$ cat src/hdl/lavm_pkg.sv
// ----------------------------------------------------------------------------
// lavm_pkg
// Shared types, constants and helpers of the look-at view matrix unit.
// ----------------------------------------------------------------------------
package lavm_pkg;

  localparam int COORD_WIDTH = 32;
  localparam int EXT_W = (COORD_WIDTH > 33) ? COORD_WIDTH : 33;

  localparam logic signed [EXT_W-1:0] CRD_MAX = EXT_W'(64'sh0000_0000_7FFF_FFFF);
  localparam logic signed [EXT_W-1:0] CRD_MIN = EXT_W'(-64'sh0000_0000_8000_0000);

  typedef logic signed [COORD_WIDTH-1:0] raw_t;
  typedef logic signed [31:0] crd_t;
  typedef logic signed [32:0] dif_t;
  typedef logic signed [63:0] wide_t;
  typedef crd_t [2:0] cvec_t;
  typedef dif_t [2:0] dvec_t;
  typedef wide_t [2:0] wvec_t;

  typedef struct packed {
    raw_t eye_x;
    raw_t eye_y;
    raw_t eye_z;
    raw_t target_x;
    raw_t target_y;
    raw_t target_z;
    raw_t upward_x;
    raw_t upward_y;
    raw_t upward_z;
  } in_item_t;

  typedef struct packed {
    logic [1:0] row_number;
    crd_t       entry_a;
    crd_t       entry_b;
    crd_t       entry_c;
    crd_t       shift_term;
    logic       final_row;
  } out_item_t;

  typedef struct packed {
    cvec_t eye;
    cvec_t up;
    dvec_t fwd;
  } job_t;

  typedef struct packed {
    logic  start;
    wvec_t vec;
  } ureq_t;

  typedef struct packed {
    logic  done;
    cvec_t q;
  } ursp_t;

  localparam logic [1:0] ROW_SIDE = 2'd0;
  localparam logic [1:0] ROW_UP   = 2'd1;
  localparam logic [1:0] ROW_FWD  = 2'd2;

  function automatic crd_t take_coord(input raw_t raw);
    logic signed [EXT_W-1:0] e;
    e = EXT_W'(raw);
    if (e > CRD_MAX) return crd_t'(CRD_MAX[31:0]);
    if (e < CRD_MIN) return crd_t'(CRD_MIN[31:0]);
    return e[31:0];
  endfunction

  function automatic crd_t pick(input cvec_t v, input logic [1:0] i);
    case (i)
      2'd0:    return v[0];
      2'd1:    return v[1];
      2'd2:    return v[2];
      default: return '0;
    endcase
  endfunction

endpackage

$ cat src/hdl/lavm_front.sv
// ----------------------------------------------------------------------------
// lavm_front
// Accepts items, clamps coordinates, forms the forward vector and queues jobs.
// ----------------------------------------------------------------------------
module lavm_front (
  input  logic              clk,
  input  logic              rst_n,
  input  logic              in_valid,
  output logic              in_stall,
  input  lavm_pkg::in_item_t in_item,
  output logic              job_valid,
  output lavm_pkg::job_t    job,
  input  logic              job_pop
);
  import lavm_pkg::*;

  job_t       q_r [2];
  logic       wr_r, rd_r;
  logic [1:0] cnt_r;
  job_t       conv;
  logic       push, pop;

  always_comb begin
    conv.eye[0] = take_coord(in_item.eye_x);
    conv.eye[1] = take_coord(in_item.eye_y);
    conv.eye[2] = take_coord(in_item.eye_z);
    conv.up[0]  = take_coord(in_item.upward_x);
    conv.up[1]  = take_coord(in_item.upward_y);
    conv.up[2]  = take_coord(in_item.upward_z);
    conv.fwd[0] = 33'(conv.eye[0]) - 33'(take_coord(in_item.target_x));
    conv.fwd[1] = 33'(conv.eye[1]) - 33'(take_coord(in_item.target_y));
    conv.fwd[2] = 33'(conv.eye[2]) - 33'(take_coord(in_item.target_z));
  end

  assign in_stall  = (cnt_r == 2'd2);
  assign push      = in_valid && !in_stall;
  assign job_valid = (cnt_r != 2'd0);
  assign pop       = job_pop && job_valid;
  assign job       = q_r[rd_r];

  always_ff @(posedge clk) begin
    if (push) q_r[wr_r] <= conv;
  end

  always_ff @(posedge clk) begin
    if (!rst_n) begin
      wr_r  <= 1'b0;
      rd_r  <= 1'b0;
      cnt_r <= 2'd0;
    end else begin
      if (push) wr_r <= !wr_r;
      if (pop) rd_r <= !rd_r;
      cnt_r <= cnt_r + 2'(push) - 2'(pop);
    end
  end

endmodule

$ cat config.mk
export PLATFORM = sky130hd
export DESIGN_NAME = lavm_front
export DESIGN_NICKNAME = d
export VERILOG_FILES = /design/src/hdl/lavm_pkg.sv /design/src/hdl/lavm_front.sv
export SDC_FILE = /design/constraint.sdc
export NUM_CORES = 1
export LEC_CHECK = 0
export ABC_AREA = 1
export BUFFER_PORTS_ARGS = -buffer_cell sky130_fd_sc_hd__buf_2
export CAP_MARGIN = 20
export CORE_MARGIN = 2
export CORE_UTILIZATION = 50
export CTS_BUF_LIST = sky130_fd_sc_hd__clkbuf_8
export DETAILED_ROUTE_END_ITERATION = 6
export PLACE_DENSITY = 0.82
export SETUP_SLACK_MARGIN = 0.05
export SYNTH_ARGS = -nofsm -noshare
export SYNTH_HDL_FRONTEND = slang
export SYNTH_SLANG_ARGS = --single-unit
$ cat constraint.sdc
create_clock -name clk -period 26.7 [get_ports clk]
set_clock_uncertainty 0.15 [all_clocks]
set_input_delay 1.335 -clock clk [delete_from_list [all_inputs] [get_ports clk]]
set_output_delay 1.335 -clock clk [all_outputs]
set_load 0.02 [all_outputs]
==> impl_metrics.ini <==
[clock_tree]
cts_resized = 0
cts_hold_buf = 0
cts-root-buf = clkbuf_8
cts_setup_buffers = 0
clk_path_buf_depth = 3
clk_latency_ns = 0.66
cts_inserted_buffers = 94
cts.sinks = 587
clk_pin_slew_ns = 0.06
htree_num_levels = 3
cts_tree = done

[placed_design]
io_buffers = 584
dp_hpwl_um = 56700
gp_congestion = 0.920

[drt]
final_antenna_net_count = 0
wl_per_cell_um = 18.2
drt_iter0_drc = 1457
num_vias = 20500
drc = 0
totalWireLength_um = 74700
viasPerCell = 4.98
dr.pass1.iters = 7

[sta]
period_minus_slack_ns = 5.92
slew_headroom_pct = 30.5
rsz0062_at_grt = no
slew_violations = 0
clock.fmax_mhz = 169
period_share_pct = 22.2
hold_viol_final = 0
setup_viol = 0
worstMarginPinSlew_ns = 1.04
timing.hold.ws_ns = 0.325
setup_tns_ns = 0

[setup_path]
critPathKind = register to output port
crit_path_end_kind = output port
crit_fanout = 70
critPathRequiredTime_ns = 25.22
worstSetupStartpointType = register
arrival_ns = 4.44

[logic_synthesis]
synth_cells = 2795
syn_nets = 3188
syn_area_per_cell_sq_um = 10.6
ys_seq_elements = 587
synth.distinct_cells = 24
yosys_warnings = 0
synth_area_sq_um = 29500
synth_seq_area_share_pct = 59.5

[finish]
regArea_sq_um = 17600
multi_input_area_sq_um = 9320
fillCellCount = 4759
area_delta_synth_final_pct = 16.5
fin_util_pct = 58.7
drive_above_1_share_pct = 31.0
fin_nets = 3655

[global_route]
grt_max_degree = 74
grt-ovfl-total = 0
grt_pass1_vias = 19700
grt_pass1_wl_um = 109000
grtUsageTotal_pct = 23.6
grtUsageMet3_pct = 6.23
top_usage_layer = met2
antenna_found_initial = 13
grt_use_met2_pct = 39.1
use_met1_pct = 28.8

[floorplanning]
num_rows = 89
ios = 585
floorplan.initialDensity_pct = 50.3
die_area_sq_um = 61100
die_y_um = 247
core_area_sq_um = 58700
die_x_um = 247

[job]
drv_cap = 0

[power]
powerDensity_nw_per_um2 = 82.7
finalPower_mw = 2.85
vdd_ir_drop_max_uv = 64.6
total_leakage_power_nw = 16.0

[status]
status = complete, no violations

[min_path]
worstHoldPathType = register to register
[cell families after synthesis]
| kind of cell | synth area share (%) |
|---|---|
| compound gates | 1.30 |
| mux | 11.1 |
| fa+ha+maj | 4.35 |
| simple gates | 13.4 |
| flops | 59.5 |
| buf+inv | 9.03 |
| xor+xnor | 1.36 |
[final timing paths]
kind / from / end / slack (ns) / cells past startpoint
worst max-delay path: register / job[60] / 20.78 / 5
worst min register to register: rd_r / rd_r / 0.33 / 1
worst min-delay path: rd_r / rd_r / 0.33 / 1
worst max register to register: cnt_r[1] / q_r[1][285] / 22.95 / 6
[critical path, stage by stage (launching register included)]
cell	delay [ns]
dfxtp_4	0.71
buf_4	0.69
buf_4	0.79
buf_4	0.79
mux2_2	0.43
buf_2	0.16
[registers in the layout, indices dropped and copies added (netlist names), named ones only]
signal and cells:
cnt_r 2, q_r 582, wr_r 1, rd_r 1
[layout make-up]
type | count | area share, %
Inverter | 473 | 5.16
Clock inverter | 63 | 1.09
Antenna cell | 9 | 0.0654
Tap cell | 773 | 2.81
Sequential cell | 587 | 51.1
Clock buffer | 99 | 3.96
Multi-Input combinational cell | 1508 | 27.1
Timing Repair Buffer | 598 | 8.79
[layer usage]
metal	up-vias	share of wire, %
met5	-	0.074
met3	152	9.4
met4	8	3.6
li1	9918	-
met2	896	47
met1	9479	39
[cells in the final DEF (no fill, tap or decap), types with 9 or more instances in the layout]
cell type and instances:
nand2_1 749, buf_2 584, edfxtp_1 582, inv_1 494
mux2_2 291, nor2_1 124, clkbuf_8 99, ha_1 98
nand3_1 72, a21oi_1 64, xor2_1 39, clkinv_1 24
nand2_2 18, buf_4 14, diode_2 9, nor3_1 9
nand4_1 9
[power breakdown]
group / internal (mW) / switching [mW]
Combinational: 0.314 / 0.566
Clock: 0.372 / 0.348
Sequential: 1.20 / 0.0450
[synth_stat cells (all sizes together)]
master  number  area share [%]
nand3       75             1.3
mux2       291              11
o21ai        4           0.068
inv        473             6.0
nor3         9            0.15
or2          7            0.15
xnor2        7            0.21
ha          98             4.1
nand2      767             9.9
o21bai       3           0.076
buf         32            0.54
fa           3            0.20
nand4        9            0.19
a21oi       64             1.1
clkbuf     195             2.5
dfxtp        5            0.34
edfxtp     582              59
xor2        39             1.2
nor2       126             1.6
a21o         3           0.076
and2         3           0.064
[metrics by stage]
| stage | area, sq um | cells | worst slack (ns) |
|---|---|---|---|
| after floorplan | 29500 | 2795 | 12.01 |
| after global placement | 32700 | 3939 | 21.58 |
| after detailed placement | 32700 | 3939 | 21.51 |
| after CTS | 34400 | 4101 | 20.75 |
| after global routing | 34400 | 4108 | 20.51 |
| final | 34400 | 4110 | 20.78 |
No activity file was read; power rests on OpenSTA's default activity.
