--- config.mk ---
export PLATFORM = sky130hd
export DESIGN_NAME = lavm_back
export DESIGN_NICKNAME = d
export VERILOG_FILES = /design/src/hdl/lavm_pkg.sv /design/src/hdl/lavm_back.sv
export SDC_FILE = /design/constraint.sdc
export NUM_CORES = 2
export LEC_CHECK = 0
export ABC_AREA = 1
export BUFFER_PORTS_ARGS = -buffer_cell sky130_fd_sc_hd__buf_4
export CAP_MARGIN = 0
export CORE_UTILIZATION = 40
export DETAILED_ROUTE_END_ITERATION = 7
export GPL_TIMING_DRIVEN = 0
export PLACE_DENSITY = 0.56
export SLEW_MARGIN = 20
export SYNTH_ARGS = -nofsm -noshare
export SYNTH_HDL_FRONTEND = slang
export SYNTH_SLANG_ARGS = --single-unit
--- constraint.sdc ---
create_clock -name clk -period 15 [get_ports clk]
set_clock_uncertainty 0.1 [all_clocks]
set_input_delay 2.25 -clock clk [delete_from_list [all_inputs] [get_ports clk]]
set_output_delay 2.25 -clock clk [all_outputs]
set_load 0.02 [all_outputs]
--- src/hdl/lavm_pkg.sv ---
// ----------------------------------------------------------------------------
// lavm_pkg
// Shared types, constants and helpers of the look-at view matrix unit.
// ----------------------------------------------------------------------------
package lavm_pkg;

  localparam int COORD_WIDTH = 32;
  localparam int EXT_W = (COORD_WIDTH > 33) ? COORD_WIDTH : 33;

  localparam logic signed [EXT_W-1:0] CRD_MAX = EXT_W'(64'sh0000_0000_7FFF_FFFF);
  localparam logic signed [EXT_W-1:0] CRD_MIN = EXT_W'(-64'sh0000_0000_8000_0000);

  typedef logic signed [COORD_WIDTH-1:0] raw_t;
  typedef logic signed [31:0] crd_t;
  typedef logic signed [32:0] dif_t;
  typedef logic signed [63:0] wide_t;
  typedef crd_t [2:0] cvec_t;
  typedef dif_t [2:0] dvec_t;
  typedef wide_t [2:0] wvec_t;

  typedef struct packed {
    raw_t eye_x;
    raw_t eye_y;
    raw_t eye_z;
    raw_t target_x;
    raw_t target_y;
    raw_t target_z;
    raw_t upward_x;
    raw_t upward_y;
    raw_t upward_z;
  } in_item_t;

  typedef struct packed {
    logic [1:0] row_number;
    crd_t       entry_a;
    crd_t       entry_b;
    crd_t       entry_c;
    crd_t       shift_term;
    logic       final_row;
  } out_item_t;

  typedef struct packed {
    cvec_t eye;
    cvec_t up;
    dvec_t fwd;
  } job_t;

  typedef struct packed {
    logic  start;
    wvec_t vec;
  } ureq_t;

  typedef struct packed {
    logic  done;
    cvec_t q;
  } ursp_t;

  localparam logic [1:0] ROW_SIDE = 2'd0;
  localparam logic [1:0] ROW_UP   = 2'd1;
  localparam logic [1:0] ROW_FWD  = 2'd2;

  function automatic crd_t take_coord(input raw_t raw);
    logic signed [EXT_W-1:0] e;
    e = EXT_W'(raw);
    if (e > CRD_MAX) return crd_t'(CRD_MAX[31:0]);
    if (e < CRD_MIN) return crd_t'(CRD_MIN[31:0]);
    return e[31:0];
  endfunction

  function automatic crd_t pick(input cvec_t v, input logic [1:0] i);
    case (i)
      2'd0:    return v[0];
      2'd1:    return v[1];
      2'd2:    return v[2];
      default: return '0;
    endcase
  endfunction

endpackage

--- src/hdl/lavm_back.sv ---
// ----------------------------------------------------------------------------
// lavm_back
// Sequences the axes, cross and dot products and drives the result register.
// ----------------------------------------------------------------------------
module lavm_back (
  input  logic               clk,
  input  logic               rst_n,
  input  logic               job_valid,
  input  lavm_pkg::job_t     job,
  output logic               job_pop,
  output lavm_pkg::ureq_t    ureq,
  input  lavm_pkg::ursp_t    ursp,
  output logic               out_valid,
  input  logic               out_stall,
  output lavm_pkg::out_item_t out_item
);
  import lavm_pkg::*;

  typedef enum logic [7:0] {
    B_IDLE = 8'b00000001,
    B_Z    = 8'b00000010,
    B_CX1  = 8'b00000100,
    B_X    = 8'b00001000,
    B_CX2  = 8'b00010000,
    B_Y    = 8'b00100000,
    B_DOT  = 8'b01000000,
    B_OUT  = 8'b10000000
  } bstate_t;

  bstate_t   state_r;
  cvec_t     eye_r, up_r, r0_r, r1_r, r2_r;
  wvec_t     tmp_r;
  logic [2:0] k_r;
  logic [1:0] row_r;
  logic signed [63:0] prod_r;
  logic signed [65:0] acc_r;
  out_item_t out_r;
  logic      out_valid_r;

  cvec_t      av, bv, row_sel;
  logic [1:0] ai, bi, comp;
  logic [2:0] tk;
  crd_t       a_op, b_op;
  logic signed [65:0] v;
  logic signed [35:0] f;
  crd_t       sh;
  logic       load;
  wvec_t      fwd_w;

  always_comb begin
    case (row_r)
      ROW_SIDE: row_sel = r0_r;
      ROW_UP:   row_sel = r1_r;
      default:  row_sel = r2_r;
    endcase
    case (k_r)
      3'd0:    begin ai = 2'd1; bi = 2'd2; end
      3'd1:    begin ai = 2'd2; bi = 2'd1; end
      3'd2:    begin ai = 2'd2; bi = 2'd0; end
      3'd3:    begin ai = 2'd0; bi = 2'd2; end
      3'd4:    begin ai = 2'd0; bi = 2'd1; end
      3'd5:    begin ai = 2'd1; bi = 2'd0; end
      default: begin ai = 2'd3; bi = 2'd3; end
    endcase
    av = up_r;
    bv = r2_r;
    case (state_r)
      B_CX2: begin
        av = r2_r;
        bv = r0_r;
      end
      B_DOT: begin
        av = row_sel;
        bv = eye_r;
        ai = k_r[1:0];
        bi = k_r[1:0];
      end
      default: ;
    endcase
    a_op = pick(av, ai);
    b_op = pick(bv, bi);
    tk   = k_r - 3'd1;
    comp = tk[2:1];
    v    = 66'sh0_2000_0000 - acc_r;
    f    = v[65:30];
    if (f > 36'sh0_7FFF_FFFF)       sh = 32'sh7FFF_FFFF;
    else if (f < -36'sh0_8000_0000) sh = -32'sh8000_0000;
    else                            sh = f[31:0];
    for (int i = 0; i < 3; i++) fwd_w[i] = 64'(job.fwd[i]);
  end

  assign load      = (state_r == B_OUT) && (!out_valid_r || !out_stall);
  assign job_pop   = (state_r == B_IDLE) && job_valid;
  assign out_valid = out_valid_r;
  assign out_item  = out_r;

  always_comb begin
    ureq.start = 1'b0;
    ureq.vec   = tmp_r;
    case (state_r)
      B_IDLE: begin
        ureq.start = job_valid;
        ureq.vec   = fwd_w;
      end
      B_CX1, B_CX2: ureq.start = (k_r == 3'd7);
      default: ;
    endcase
  end

  always_ff @(posedge clk) begin
    prod_r <= a_op * b_op;
    if ((state_r == B_CX1 || state_r == B_CX2) && k_r != 3'd0 && k_r != 3'd7) begin
      if (!tk[0]) tmp_r[comp] <= prod_r;
      else        tmp_r[comp] <= tmp_r[comp] - prod_r;
    end
    if (state_r == B_DOT && k_r != 3'd0) begin
      acc_r <= (k_r == 3'd1) ? 66'(prod_r) : acc_r + 66'(prod_r);
    end
    if (job_pop) begin
      eye_r <= job.eye;
      up_r  <= job.up;
    end
    if (state_r == B_Z && ursp.done) r2_r <= ursp.q;
    if (state_r == B_X && ursp.done) r0_r <= ursp.q;
    if (state_r == B_Y && ursp.done) r1_r <= ursp.q;
    if (load) begin
      out_r.row_number <= row_r;
      out_r.entry_a    <= row_sel[0];
      out_r.entry_b    <= row_sel[1];
      out_r.entry_c    <= row_sel[2];
      out_r.shift_term <= sh;
      out_r.final_row  <= (row_r == ROW_FWD);
    end
  end

  always_ff @(posedge clk) begin
    if (!rst_n) begin
      state_r     <= B_IDLE;
      out_valid_r <= 1'b0;
      k_r         <= '0;
      row_r       <= ROW_SIDE;
    end else begin
      if (load)                        out_valid_r <= 1'b1;
      else if (out_valid_r && !out_stall) out_valid_r <= 1'b0;
      case (state_r)
        B_IDLE: if (job_valid) state_r <= B_Z;
        B_Z: begin
          if (ursp.done) begin
            k_r     <= '0;
            state_r <= B_CX1;
          end
        end
        B_CX1: begin
          k_r <= k_r + 3'd1;
          if (k_r == 3'd7) state_r <= B_X;
        end
        B_X: begin
          if (ursp.done) begin
            k_r     <= '0;
            state_r <= B_CX2;
          end
        end
        B_CX2: begin
          k_r <= k_r + 3'd1;
          if (k_r == 3'd7) state_r <= B_Y;
        end
        B_Y: begin
          if (ursp.done) begin
            k_r     <= '0;
            row_r   <= ROW_SIDE;
            state_r <= B_DOT;
          end
        end
        B_DOT: begin
          k_r <= k_r + 3'd1;
          if (k_r == 3'd3) state_r <= B_OUT;
        end
        B_OUT: begin
          if (load) begin
            k_r <= '0;
            if (row_r == ROW_FWD) begin
              state_r <= B_IDLE;
            end else begin
              row_r   <= row_r + 2'd1;
              state_r <= B_DOT;
            end
          end
        end
        default: state_r <= B_IDLE;
      endcase
    end
  end

endmodule

==> metrics list <==
* Syn Area/Cell: ~8.0 um^2
- By area the synthesized netlist is led by edfxtp_1 28%, fa_1 23%, nand2_1 14%, inv_1 10%, ha_1 4.3%.
* Launch point of the worst hold path: row_r[0]
- Max-cap violations in this run came to 0.
- Of the synthesized area, sequential elements account for approximately 30%.
- The congestion estimate from routability-driven global placement came to around 1.0.
* Antenna violations before repair: 38
* Total buffers and inverters traversed by the critical path: 12
- Total Wirelength: 461 mm
- The initialized floorplan defines 176 standard-cell rows.
- At the worst endpoint, the required time is about 16 ns.
- After clock tree synthesis, the repair step resized 0 gates.
- Post-CTS timing repair inserted 0 buffers for setup.
- Among cell families on the critical path, the largest total delay comes from adder cells.
* Global-route wire length before repair: approximately 640 mm
- Max Fclk: 77.8 MHz
* Congestion Overflow GR: 0
* Library cell with the highest instance count after synthesis: nand2_1
* TritonCTS clock tree: built
- Final slew viol count: 0
* Final hold violation count: 0
- The number of nets in the synthesized netlist is 13300.
* Flops & latches, synth: 947
- Number of distinct library cells after synthesis: 51
- Cell type with the highest aggregate area in the netlist: edfxtp_1
- In the final timing run, aggregate negative setup slack is 0 ns.
* Routed length per placed instance: a little under 30 um
- Largest driver fanout on the critical path: 12
- Hold Path Cell Cnt: 0
- Pin count of the biggest net entering global routing: 30
- The largest individual stage delay along the critical path comes from the cell fa_1.
- In the final design database the tool counted 14200 nets.
- Worst hold margin: a little over 0.4 ns
* Clock latency on the worst-skew pair: between 0.8 and 0.9 ns
- Number of DRC markers after the initial detailed-route iteration: ~9400
- Highest cell delay on the worst timing path: 1.03 ns
* Cell area after synthesis: around 0.093 mm^2
- The worst hold path terminates at out_item[129].
* Area growth from synthesis to final layout: 15.1%
* Worst R2R Setup Slack: around 2.2 ns
- The floorplan step defined a die boundary enclosing 0.234 mm^2.
- Category of the worst setup path launch point: flip-flop
- GRT Overall Usage: between 30% and 40%
* Worst min path class: reg2reg
- CP Launch Point: k_r[0]
- Slew at the pin closest to its max-slew limit: around 1.2 ns
- Clock Pin Slew Worst Setup and Hold Paths: 0.06 ns
- Setup slack closes at between 2 and 2.5 ns.
- The wire-length estimate of the detail-placed layout is a little under 400 mm.
- Number of ports placed on the die boundary: about 720
- Worst setup EP type: flip-flop
* DRC Markers: 0
- Hold bufs inserted after CTS: 0
- Setup repair after global routing left no endpoint under its margin.
- CTS saw approximately 950 sinks.
- Outcome: complete, no violations
* R2r endpoint: prod_r[56]
- Die width: between 400 and 500 um
- During placement, the flow inserted port buffers numbering between 700 and 800.
- Async SR Flop Fraction: 0%
* Core Box Area: 0.231 mm^2
- The share of synthesized area in the top cell type comes to approximately 28%.
- Inserted Clock Buffers: around 110
* Time the final worst path needs with I/O delays and setup: between 10 and 15 ns
* Headroom to the max-slew limit: between 10% and 20%
- Final number of setup-violating endpoints: 0
* Deepest level of the CTS H-tree: 3
- Critical path type: reg2reg
- Data arrival, critical path: between 10 and 15 ns
* Remaining antenna violation count: 0
* Clk root buf: clkbuf_16
- Cells with a size suffix above 1 make up a little under an eighth of the layout.
* Syn Inst Count: about 12000
* Vias in the first global route: ~84000
- Floorplan die height: approximately 480 um
- Before antenna repair, the detailed router went through 6 iterations.
- Worst-case clock buffer depth: 3
* Number of cells on the worst reg-to-reg path: 38
- Yosys printed 0 warnings.
- Vias: around 84000
* Worst flop-to-flop path startpoint: k_r[0]
- Before CTS, the worst setup slack after placement is 2.43 ns.
- Post-synth top flop: edfxtp_1
- Starting utilization of the core area: roughly two fifths
- DR vias/cell: 5.40
- Final worst path period share: 85.6%
* Number of enable flip-flop cells after synthesis: ~870
- The commonest cells after synthesis are 3408 x nand2_1, 2544 x inv_1, 1084 x fa_1.
worst max path at each step:
stage / end / depth (start not counted)
4_1_cts: prod_r[56] / 36
3_5_place_dp: prod_r[56] / 36
2_1_floorplan: ureq[192] / 3
3_3_place_gp: job_pop / 4
5_1_grt: prod_r[56] / 39
6_report: prod_r[56] / 38
stage by stage:
stage / util, % / cells / area [um^2]
global placement: 44.3 / 15300 / 102000
CTS: 46.3 / 15500 / 107000
finish: 46.4 / 15600 / 107000
floorplan: - / 11600 / 92900
global route: 46.4 / 15600 / 107000
detailed placement: 44.8 / 15300 / 103000
worst register-to-register path: cells and delay by family (launching register included):
family	cells	cell delay, ns
DFF	1	0.43
and+or+nand+nor	11	2.46
adders and majority gates	10	5.34
buffers and inverters	12	3.37
AOI/OAI and AO/OA	5	1.04
cells in the final DEF (no fill, tap or decap), types with 78 or more instances in the layout:
| cell type | n |
|---|---|
| fa_1 | 1083 |
| nor2_1 | 780 |
| inv_2 | 135 |
| clkbuf_1 | 145 |
| nand3_1 | 431 |
| buf_2 | 170 |
| a21oi_1 | 305 |
| clkbuf_16 | 109 |
| o211ai_1 | 216 |
| ha_1 | 322 |
| o221ai_1 | 98 |
| inv_1 | 2544 |
| dfxtp_1 | 78 |
| o21ai_0 | 345 |
| edfxtp_1 | 869 |
| buf_4 | 824 |
| nand2_1 | 3408 |
routing by layer:
layer | track usage [%] | share of wire, % | vias up
li1 | - | - | 37100
met1 | 49.4 | 39 | 41400
met2 | 59.6 | 44 | 4724
met3 | 8.19 | 9.5 | 891
met4 | 26.1 | 7.8 | 2
met5 | 0 | 0.0035 | -
state kept, by name, summed over array words and instances (netlist names), 64 cells and up:
| name | flops |
|---|---|
| tmp_r | 192 |
| out_item | 131 |
| eye_r | 96 |
| r0_r | 96 |
| r1_r | 96 |
| r2_r | 96 |
| up_r | 96 |
| acc_r | 66 |
| prod_r | 64 |
area by class of cell:
class,instances,area (um^2)
fill,23200,124000
multi-input combinational,7489,53000
sequential,947,27700
inverter,2680,10100
timing repair buffer,760,6390
tap,3026,3790
clock buffer,132,2880
buffer,434,2320
clock inverter,71,771
antenna,40,100
logic make-up after synthesis:
| family | synth area share (%) |
|---|---|
| AOI/OAI and AO/OA | 7.15 |
| DFF | 29.8 |
| and+or+nand+nor | 21.2 |
| adders and majority gates | 27.7 |
| xor gates and xnor gates | 0.867 |
| buffers and inverters | 13.3 |
Power is not shown: default switching activity piles up to over one toggle a cycle in this logic, so the estimate is an artifact.
